[src/rtl/xpc_pkg.sv]
// Package: types, codes and CRC function for the packet checker
`timescale 1ns / 1ps
package xpc_pkg;

    localparam int unsigned POS_W = 11;
    localparam logic [POS_W-1:0] POS_MAX = 11'd2047;

    localparam logic [15:0] CRC_POLY = 16'h1021;

    localparam logic [7:0] START_SHORT = 8'h01;
    localparam logic [7:0] START_LONG  = 8'h02;
    localparam logic [7:0] NUM_SUM_OK  = 8'hff;

    localparam logic [1:0] ST_OK        = 2'd0;
    localparam logic [1:0] ST_BAD_LEN   = 2'd1;
    localparam logic [1:0] ST_BAD_NUM   = 2'd2;
    localparam logic [1:0] ST_BAD_CHECK = 2'd3;

    localparam logic KIND_PAYLOAD = 1'b0;
    localparam logic KIND_STATUS  = 1'b1;

    localparam logic MODE_SUM = 1'b0;
    localparam logic MODE_CRC = 1'b1;

    typedef struct packed {
        logic [7:0] rx_byte;
        logic       end_of_packet;
    } t_in_req;

    typedef struct packed {
        logic       result_kind;
        logic [7:0] payload_byte;
        logic [1:0] status_code;
        logic [7:0] block_number;
        logic       run_last;
    } t_out_res;

    // byte-wide CRC-16 update, MSB first
    function automatic logic [15:0] crc_byte(input logic [15:0] crc, input logic [7:0] b);
        logic [15:0] c;
        c = crc ^ {b, 8'h00};
        for (int i = 0; i < 8; i++) begin
            if (c[15]) begin
                c = {c[14:0], 1'b0} ^ CRC_POLY;
            end else begin
                c = {c[14:0], 1'b0};
            end
        end
        return c;
    endfunction

endpackage

[src/rtl/xpc_core.sv]
// Packet state, check logic and result register
`timescale 1ns / 1ps
module xpc_core #(
    parameter logic [10:0] SHORT_LEN = 11'd128,
    parameter logic [10:0] LONG_LEN  = 11'd1024
) (
    input  logic              i_clk,
    input  logic              i_rst_n,
    input  logic              i_cfg_we,
    input  logic              i_cfg_wdata,
    input  logic              i_s1_valid,
    input  xpc_pkg::t_in_req  i_s1,
    output logic              o_take,
    input  logic              i_out_ready,
    output logic              o_out_valid,
    output xpc_pkg::t_out_res o_res
);
    import xpc_pkg::*;

    logic             r_mode;
    logic [POS_W-1:0] r_pos;
    logic [POS_W-1:0] r_len;
    logic [7:0]       r_num;
    logic [7:0]       r_cpl;
    logic [15:0]      r_crc;
    logic [7:0]       r_sum;
    logic [15:0]      r_chk;
    logic             r_out_valid;
    t_out_res         r_res;

    logic [POS_W-1:0] n_pos;
    logic [POS_W-1:0] n_len;
    logic [7:0]       n_num;
    logic [7:0]       n_cpl;
    logic [15:0]      n_crc;
    logic [7:0]       n_sum;
    logic [15:0]      n_chk;
    logic             n_emit;
    t_out_res         n_res;

    logic             out_free;
    logic             is_payload;
    logic [POS_W:0]   expected;
    logic [7:0]       num_sum;
    logic             check_bad;

    assign out_free    = !r_out_valid || i_out_ready;
    assign o_take      = i_s1_valid && out_free;
    assign o_out_valid = r_out_valid;
    assign o_res       = r_res;

    always_comb begin
        n_pos      = r_pos;
        n_len      = r_len;
        n_num      = r_num;
        n_cpl      = r_cpl;
        n_crc      = r_crc;
        n_sum      = r_sum;
        n_chk      = r_chk;
        is_payload = 1'b0;

        if (r_pos == '0) begin
            case (i_s1.rx_byte)
                START_SHORT: n_len = SHORT_LEN;
                START_LONG:  n_len = LONG_LEN;
                default:     n_len = '0;
            endcase
        end else if (r_pos == 11'd1) begin
            n_num = i_s1.rx_byte;
        end else if (r_pos == 11'd2) begin
            n_cpl = i_s1.rx_byte;
        end else if ({1'b0, r_pos} < 12'd3 + {1'b0, r_len}) begin
            n_crc      = crc_byte(r_crc, i_s1.rx_byte);
            n_sum      = r_sum + i_s1.rx_byte;
            is_payload = (r_len != '0);
        end else begin
            n_chk = {r_chk[7:0], i_s1.rx_byte};
        end

        if (r_pos < POS_MAX) begin
            n_pos = r_pos + 11'd1;
        end

        expected  = 12'd3 + {1'b0, n_len} + ((r_mode == MODE_CRC) ? 12'd2 : 12'd1);
        num_sum   = n_num + n_cpl;
        check_bad = (r_mode == MODE_CRC) ? (n_chk != n_crc) : (n_chk[7:0] != n_sum);

        n_res  = '0;
        n_emit = 1'b0;
        if (i_s1.end_of_packet) begin
            n_emit             = 1'b1;
            n_res.result_kind  = KIND_STATUS;
            n_res.block_number = n_num;
            n_res.run_last     = 1'b1;
            if (n_len == '0 || r_pos >= POS_MAX || ({1'b0, r_pos} + 12'd1) != expected) begin
                n_res.status_code = ST_BAD_LEN;
            end else if (num_sum != NUM_SUM_OK) begin
                n_res.status_code = ST_BAD_NUM;
            end else if (check_bad) begin
                n_res.status_code = ST_BAD_CHECK;
            end else begin
                n_res.status_code = ST_OK;
            end
        end else if (is_payload) begin
            n_emit             = 1'b1;
            n_res.result_kind  = KIND_PAYLOAD;
            n_res.payload_byte = i_s1.rx_byte;
        end
    end

    always_ff @(posedge i_clk) begin
        if (!i_rst_n) begin
            r_mode <= MODE_CRC;
        end else if (i_cfg_we) begin
            r_mode <= i_cfg_wdata;
        end
    end

    always_ff @(posedge i_clk) begin
        if (!i_rst_n) begin
            r_pos <= '0;
            r_len <= '0;
            r_num <= '0;
            r_cpl <= '0;
            r_crc <= '0;
            r_sum <= '0;
            r_chk <= '0;
        end else if (o_take) begin
            if (i_s1.end_of_packet) begin
                r_pos <= '0;
                r_len <= '0;
                r_num <= '0;
                r_cpl <= '0;
                r_crc <= '0;
                r_sum <= '0;
                r_chk <= '0;
            end else begin
                r_pos <= n_pos;
                r_len <= n_len;
                r_num <= n_num;
                r_cpl <= n_cpl;
                r_crc <= n_crc;
                r_sum <= n_sum;
                r_chk <= n_chk;
            end
        end
    end

    always_ff @(posedge i_clk) begin
        if (!i_rst_n) begin
            r_out_valid <= 1'b0;
        end else if (out_free) begin
            r_out_valid <= o_take && n_emit;
        end
    end

    always_ff @(posedge i_clk) begin
        if (o_take && n_emit) begin
            r_res <= n_res;
        end
    end
endmodule

[config.mk]
export PLATFORM = sky130hd
export DESIGN_NAME = xpc_core
export DESIGN_NICKNAME = d
export VERILOG_FILES = /design/src/rtl/xpc_pkg.sv /design/src/rtl/xpc_core.sv
export SDC_FILE = /design/constraint.sdc
export NUM_CORES = 1
export LEC_CHECK = 0
export BUFFER_PORTS_ARGS = -buffer_cell sky130_fd_sc_hd__buf_2
export CORE_MARGIN = 8
export CORE_UTILIZATION = 50
export CTS_BUF_LIST = sky130_fd_sc_hd__clkbuf_4 sky130_fd_sc_hd__clkbuf_8 sky130_fd_sc_hd__clkbuf_16
export DETAILED_ROUTE_END_ITERATION = 16
export PLACE_DENSITY_LB_ADDON = 0.08
export SYNTH_ARGS = -nofsm -noshare
export SYNTH_HDL_FRONTEND = slang
export SYNTH_SLANG_ARGS = --single-unit
[constraint.sdc]
create_clock -name i_clk -period 8.7 [get_ports i_clk]
set_input_delay 1.305 -clock i_clk [delete_from_list [all_inputs] [get_ports i_clk]]
set_output_delay 1.305 -clock i_clk [all_outputs]
set_load 0.005 [all_outputs]
; Yosys cells after proc, flatten, opt, wreduce, memory -nomap -nowiden
; Index checks and enable logic that the tools add are counted.
[totals]
regBits = 100
out_inout_bits = 22
[op_classes]
muxes = 75
reduce_logical = 13
magnitude_cmp = 3
eq_ne = 8
bitwise_logic = 11
addsub = 7
[ops]
columns = cell, n
row1 = two-way mux 16 bit, 38
row2 = two-way mux 13 bit, 8
row3 = two-way mux 8 bit, 12
row4 = two-way mux 11 bit, 4
row5 = "adder 2 x 11 -> 12 bit, first input constant", 2
row6 = NOT 3 bit, 8
row7 = zero test 11 bit, 2
row8 = one-hot mux 11 bit (2 select lines), 1
row9 = adder 8 bit, 2
row10 = != test 16 bit, 1
row11 = XOR 16 bit, 1
row12 = "adder 11 x 1 -> 12 bit, second input constant", 1
row13 = adder 12 x 2 -> 12 bit, 1
row14 = less-than comparator 11 x 12 -> 1 bit, 1
row15 = != test 12 bit, 1
row16 = "adder 11 x 1 -> 11 bit, second input constant", 1
row17 = "== test 11 x 1 -> 1 bit, second input constant", 1
row18 = "== test 11 x 2 -> 1 bit, second input constant", 1
row19 = ">= comparator 11 bit, second input constant", 1
row20 = "less-than comparator 11 bit, second input constant", 1
row21 = nonzero test 11 bit, 1
row22 = two-way mux 1 bit, 9
row23 = "== test 8 x 1 -> 1 bit, second input constant", 1
row24 = "== test 8 x 2 -> 1 bit, second input constant", 1
row25 = other kinds (10), 17

; Logic depth before layout (Yosys ltp)
; Gate-level depths: netlist of the first run.
[depth]
ltp_word = 54
depth_mapped = 18
ltp_nobuf = 17

; Worst setup path after synthesis of the first run
; Ideal clock, no wire load.
[synth_path]
kind = register to register
from = register r_len[0]
to = register r_res (netlist bit o_res[0]) (enable)
setup_slack_ns = 4.325
path_stages_with_launch = 14
period_less_slack_ns = 4.375
setup_ns = 0.405
arrival_time_ns = 3.970
path_buffers = 0
cell_sequence = dfxtp_1 inv_1 ha_1 nor4_1 nand4_1 xor2_1 ha_1 nand3_2 nor3_1 a2111oi_4 a21oi_1 nor2_2 nand2_1 a21oi_1
[synth_via]
elab_chain_cells = 9
word_cells_on_any_way = 10
[synth_rtl]
columns = item, line_no
row1 = from (decl), xpc_core.sv:22  ; logic [POS_W-1:0] r_len;
row2 = from (signal assigned), xpc_core.sv:139  ; r_len <= n_len;
row3 = adder 2 x 11 -> 12 bit, xpc_core.sv:72  ; end else if ({1'b0, r_pos} < 12'd3 + {1'b0, r_len}) begin
row4 = less-than comparator 11 x 12 -> 1 bit, xpc_core.sv:72
row5 = two-way mux 1 bit (*), xpc_core.sv:72
row6 = two-way mux 1 bit (*), xpc_core.sv:70  ; end else if (r_pos == 11'd2) begin
row7 = two-way mux 1 bit (*), xpc_core.sv:68  ; end else if (r_pos == 11'd1) begin
row8 = two-way mux 1 bit (*), xpc_core.sv:62  ; if (r_pos == '0) begin
row9 = two-way mux 1 bit (*), xpc_core.sv:104  ; end else if (is_payload) begin
row10 = two-way mux 1 bit (*), xpc_core.sv:90  ; if (i_s1.end_of_packet) begin
row11 = logical AND 1 bit (*), xpc_core.sv:158  ; if (o_take && n_emit) begin
row12 = to (signal assigned), xpc_core.sv:159  ; r_res <= n_res;
row13 = to (decl), xpc_core.sv:29  ; t_out_res r_res;
; Mark *: on every way between the ends. The rest lies on a longest branch, timed or not.
; A chain may end at the register's enable or synchronous reset.

; Final worst setup path of the first run
[layout_path]
from = register r_len[0]
to = register r_res (netlist bit o_res[4]) (enable)
; The elaborated chain is that of the path after synthesis.

==> out/results.txt, run 1 <==
status -> completed
Hold WC Path Type -> reg2reg
post-synth top area cell -> dfxtp_1
routed vias/inst -> 5.979
antenna-violating nets left -> 0
Synth Register Bits -> 100
kind of end point of the critical path -> flop
post-synth cell types -> 69
antenna fix cells -> 0
share of the synthesized area in the top cell type -> 0.2310
Post-CTS Setup Inserts -> 0
Synth Cell Area -> 6933 um2
Sink Count -> 100
TritonCTS clock tree -> yes
synth top area cells -> dfxtp_1 (23%), edfxtp_1 (8.7%), xnor2_1 (7.5%), ha_1 (6.0%), nor2b_1 (4.8%)
first-pass GRT wire length -> 31.19 mm
Tmin final -> 5.092 ns
startpoint types -> flop
Top FF cell, synth -> dfxtp_1
area added between synthesis and finish -> 8.645%
Post-synth EDFFs -> 20
Cells after DPL -> 975
met1 GRT Util -> 0.2959
die area -> 17890 um2
setup TNS -> 0 ns
GRT Util Overall -> 0.2167
vias in the first global route -> 5715
synthesized instance count -> 793
Leakage -> 2.817 nW
largest net degree at the start of global routing -> 73
CP delay by family, top -> compound AO/OA/AOI/OAI gates
final worst setup slack -> 3.608 ns
CP arrival -> 5.06 ns
crit-path most repeated cell -> ha_1
final worst path period share -> 0.5853
Bufs and invs on worst path -> 1
Pwr Density -> 138.8 nW/um2
DRC -> 0
core box area -> 13720 um2
filler cell count -> 1272
pre-CTS setup slack -> 3.576 ns
Critical Path RT -> 8.67 ns
syn avg cell area -> 8.743 um2
met2 Usage GRT -> 0.3365
Synth async-reset ratio -> 0
Post-DP Area -> 7224 um2
Routed WL per cell -> 19.22 um
clock root cell -> clkbuf_16
Hold Buf Count CTS -> 0
CTS Buffer Depth -> 2
initial antenna violation count -> 1
syn nets -> 844
H-tree levels -> 3
number of top-level pins -> 37
Fmax achieved -> 0.1964 GHz
initial drt markers -> 591
warnings from Yosys -> 0
Pins Over Slew Limit -> 0
layout cells sized above 1 -> 0.1085
final design area excluding fillers -> 7532 um2
max-cap viol count -> 0
GP Congestion -> 0.9493
clk_skew -> 0.009435 ns
Slowest-stage cell, CP -> a21oi_2
DRT Pass-1 Iters -> 5
Crit Path Max Fanout -> 21
Hold Vio Cnt, Final -> 0
cell row count -> 43
Worst-Skew Late Latency -> 0.36 ns
cts bufs inserted -> 9
Max VDD drop -> 138.2 uV
worst slew pin tran -> 1.195 ns
I/O Buffers -> 36
post-CTS sizing -> 0
Vias -> 5925
initial core utilization -> 0.5053
Post-Layout Cell Count -> 991
Detail Placement HPWL -> 13.61 mm
CP Class -> reg2reg
WL final -> 19.04 mm
grt peak-use layer -> met2
sequential area share after synthesis -> 0.3176
met3 usage -> 0.04405
# setup viols final -> 0
RSZ-0062 raised after global routing -> no
Die X -> 133.8 um
slew margin rel. -> 0.2030
# nets final -> 857
critical path's largest stage delay -> 0.93 ns
global route total overflow -> 0
die height -> 133.8 um
critical path cell sequence -> inv_1, ha_1, nor4_1, nand4_1, xor2_1, ha_1, nand3_2, nor3_1, a2111oi_4, a21oi_1, nor2_2, nand2_1, a21oi_2
CTS clock-pin slew for the worst setup and hold paths -> 0.07 ns
through the flow:
stage / hold slack, ns / util / total power [mW]
6_report: 0.5189 / 0.5490 / 1.046
5_1_grt: 0.5557 / 0.5490 / 1.083
4_1_cts: 0.5214 / 0.5490 / 1.053
3_5_place_dp: 0.5125 / 0.5266 / 0.6314
3_3_place_gp: 0.4866 / 0.5266 / 0.6302
2_1_floorplan: 0.4674 / - / 0.5896
registers in the layout, summed over array words and instances (netlist names):
signal,count
o_out_valid,1
o_res,20
r_chk,16
r_cpl,8
r_crc,16
r_len,11
r_mode,1
r_num,8
r_pos,11
r_sum,8
synthesized netlist by cell type, types with 30 or more instances:
cell type  number
dfxtp_1        80
xnor2_1        59
nor2b_1        53
nand2_1        47
a22oi_1        43
o21ai_0        40
a21oi_1        37
nor2_1         37
xor2_1         34
clkbuf_1       33
ha_1           33
and2_1         30
cells by family (layout without fill, tap and decap cells):
| logic type | after synthesis | after routing | synth area share |
|---|---|---|---|
| AND/OR/NAND/NOR | 278 | 278 | 0.2236 |
| AO/OA/AOI/OAI | 187 | 187 | 0.1834 |
| flip-flops | 100 | 100 | 0.3176 |
| XOR/XNOR | 94 | 94 | 0.1198 |
| buffers and inverters | 66 | 84 | 0.03862 |
| adder cells (fa/ha/maj) | 36 | 36 | 0.06822 |
| multiplexers | 32 | 32 | 0.04873 |
final timing paths:
check	slack, ns	startpoint	cells after the start	to
max reg2reg	3.61	r_len[0]	13	o_res[4]
min reg2reg	0.52	r_len[1]	2	r_len[1]
min	0.52	r_len[1]	2	r_len[1]
max	3.61	r_len[0]	13	o_res[4]
cells in the final DEF (no fill, tap or decap), drive strengths merged, types with 8 or more instances in the layout:
cell	n
o21ai	45
nand4	16
nor2b	53
nand2	48
or3	12
and2	30
mux2	14
mux2i	18
inv	26
a22oi	43
dfxtp	80
a21boi	8
nand3	21
buf	44
clkbuf	9
xnor2	60
nor2	38
xor2	34
a21o	9
a21oi	38
ha	33
nor3	18
and3	13
edfxtp	20
nor4	13
worst min-delay path, delay by kind of cell, from the launching register on:
kind,cells,cell delay [ns]
flops,1,0.33
buf+inv,1,0.10
simple gates,1,0.05
routing by layer:
layer | wire length (um) | vias up
met5 | 11 | -
met4 | 288 | 2
met3 | 1153 | 22
met2 | 8598 | 170
met1 | 8990 | 2849
li1 | - | 2882
final cells by class:
type,instances,area (um2),share of cell area
multi-input combinational,627,4467,0.5930
sequential,100,2202,0.2924
clock inverter,7,82.58,0.01096
clock buffer,9,225.2,0.02990
timing repair buffer,44,240.2,0.03189
inverter,24,90.09,0.01196
tap,180,225.2,0.02990
where the power goes:
group          leakage [nW]  total [mW]  internal [mW]  switching (mW)
registers             0.838       0.483          0.478         0.00508
clock network         0.150       0.424          0.228           0.195
logic                  1.83       0.139         0.0502          0.0887
No activity file was read; power rests on OpenSTA's default activity.
==> run 2: changes to the inputs <==
==> constraint.sdc (replaced) <==
create_clock -name i_clk -period 4.1 [get_ports i_clk]
set_input_delay 0.615 -clock i_clk [delete_from_list [all_inputs] [get_ports i_clk]]
set_output_delay 0.615 -clock i_clk [all_outputs]
set_load 0.005 [all_outputs]
==> run 2 against run 1 <==
Net effect: die area unchanged; global-route usage up 1.2 points; worst setup slack worse by 3.5 ns; combinational power up 140%; critical path depth up 5; clock-buffer cell count up 4; sequential share of layout area down 1.7 points; routed wire length up 8.6%; cell count up 4.1%; core utilization up 3.4 points; clock power up 99%; largest cell class unchanged.
==> out/results.txt, run 2 (synthesis results as in run 1) <==
status -> completed
# nets final -> 898
Crit Path Max Fanout -> 4
first-pass GRT wire length -> 32.35 mm
Switching Share -> 0.2763
H-tree levels -> 3
slew margin rel. -> 0.3695
clock root cell -> clkbuf_16
CP endpoint -> o_res[10]
Pwr Density -> 274.3 nW/um2
vias in the first global route -> 5927
TritonCTS clock tree -> yes
antenna-violating nets left -> 0
register-to-register setup slack -> 0.13 ns
DRC -> 0
worst slew pin tran -> 0.9457 ns
Hold Vio Cnt, Final -> 0
Cells after DPL -> 1010
Post-Layout Cell Count -> 1032
Pins Over Slew Limit -> 0
reg2reg start -> r_len[2]
crit-path most repeated cell -> buf_4
Slowest-stage cell, CP -> or3_4
critical path depth in cells -> 18
final worst path period share -> 0.9677
Routed WL per cell -> 20.04 um
Vias -> 6261
CP Class -> reg2reg
reg2reg path depth -> 18
commonest non-fill, non-tap cell in the layout -> dfxtp_1
Die X -> 133.8 um
Sink Count -> 100
DRT Pass-1 Iters -> 5
RSZ-0062 raised after global routing -> yes
layout cells sized above 1 -> 0.1854
antenna fix cells -> 0
number of top-level pins -> 37
Max VDD drop -> 204.9 uV
Reg power frac -> 0.467
RR Endpoint -> o_res[10]
Setup crit start -> r_len[2]
max FFs per register -> 20
GRT Util Overall -> 0.2289
cell row count -> 43
GP Congestion -> 0.9368
initial drt markers -> 646
setup TNS -> 0 ns
global route total overflow -> 0
Pwr Total -> 2.196 mW
CP arrival -> 4.07 ns
CTS Buffer Depth -> 2
cts bufs inserted -> 9
max-cap viol count -> 0
Hold Slack -> 0.4771 ns
Int Pwr -> 1.589 mW
WL final -> 20.68 mm
routed vias/inst -> 6.067
Fmax achieved -> 0.2520 GHz
die height -> 133.8 um
filler cell count -> 1259
die area -> 17890 um2
Worst-Skew Late Latency -> 0.36 ns
I/O Buffers -> 36
initial core utilization -> 0.5053
combinational share of power -> 0.150
startpoint types -> flop
most frequent cells in the layout -> dfxtp_1 (76), xnor2_1 (59), nor2b_1 (53)
Leakage -> 3.080 nW
Clock Power Share -> 0.384
CP delay by family, top -> compound AO/OA/AOI/OAI gates
Tmin final -> 3.967 ns
clk_skew -> 0.008194 ns
# setup viols final -> 0
Hold Buf Count CTS -> 0
CTS clock-pin slew for the worst setup and hold paths -> 0.07 ns
Critical Path RT -> 4.20 ns
kind of end point of the critical path -> flop
Hold WC Path Type -> in2reg
largest net degree at the start of global routing -> 46
core box area -> 13720 um2
Detail Placement HPWL -> 14.89 mm
Switch Pwr -> 0.6067 mW
fin util -> 0.5834
Bufs and invs on worst path -> 6
critical path cell sequence -> inv_2, nor4_4, buf_4, nand4_1, xor2_1, ha_1, buf_4, buf_4, a2111oi_4, buf_4, a21o_1, buf_4, a21oi_1, or3_4, a2111oi_4, nand4_1, o21ai_1, a21oi_1
critical path's largest stage delay -> 0.39 ns
area added between synthesis and finish -> 15.45%
initial antenna violation count -> 0
[run 2: changes by cell type in the layout (fill, tap and decap cells not counted), sizes merged]
cell,previous run,this run
clkinv,3,2
inv,26,24
bufinv,1,0
clkbuf,9,13
buf,44,85
[run 2: worst min path at each step]
stage | from | end | slack (ns) | cells past startpoint
floorplan | r_len[1] | r_len[1] | 0.47 | 2
global placement | r_len[0] | r_len[0] | 0.47 | 2
detailed placement | r_len[4] | r_len[4] | 0.48 | 2
CTS | i_cfg_we | r_mode | 0.46 | 2
global route | i_cfg_we | r_mode | 0.49 | 2
finish | i_cfg_we | r_mode | 0.48 | 2
[run 2: area by class of cell]
cell class	instances	area (um2)	area share
Timing Repair Buffer	85	576.8	0.07206
Sequential cell	100	2207	0.2758
Inverter	24	90.09	0.01126
Tap cell	180	225.2	0.02814
Clock buffer	13	261.5	0.03267
Multi-Input combinational cell	627	4622	0.5775
Clock inverter	3	21.27	0.002657
[run 2: metal layers]
layer | routed length [um] | vias up | track usage
met5 | 0 | - | 0
met4 | 430 | 0 | 0.08609
met3 | 1534 | 31 | 0.04142
met2 | 9253 | 233 | 0.3510
met1 | 9459 | 3037 | 0.3128
li1 | - | 2960 | -
[run 2: per-stage QoR]
step                      instance area [um2]  worst slack [ns]
final                                    8004            0.1325
after global routing                     8004          -0.09635
after CTS                                7809           0.01100
after detailed placement                 7512           -0.1301
after global placement                   7512           0.06394
after floorplan                          6937            0.1694
[run 2: power groups by stage]
stage               Combinational (mW)  Sequential [mW]  Clock [mW]
floorplan                        0.206             1.05           0
global route                     0.356             1.03       0.893
CTS                              0.313             1.02       0.864
finish                           0.329             1.02       0.842
global placement                 0.304             1.05           0
detailed placement               0.310             1.05           0
[run 2: repair_timing]
item                                    in CTS  in global routing
buffers inserted                             1                  5
resized for setup                            1                 37
endpoints found under the setup margin       4                 17
pin swaps                                    1                 17
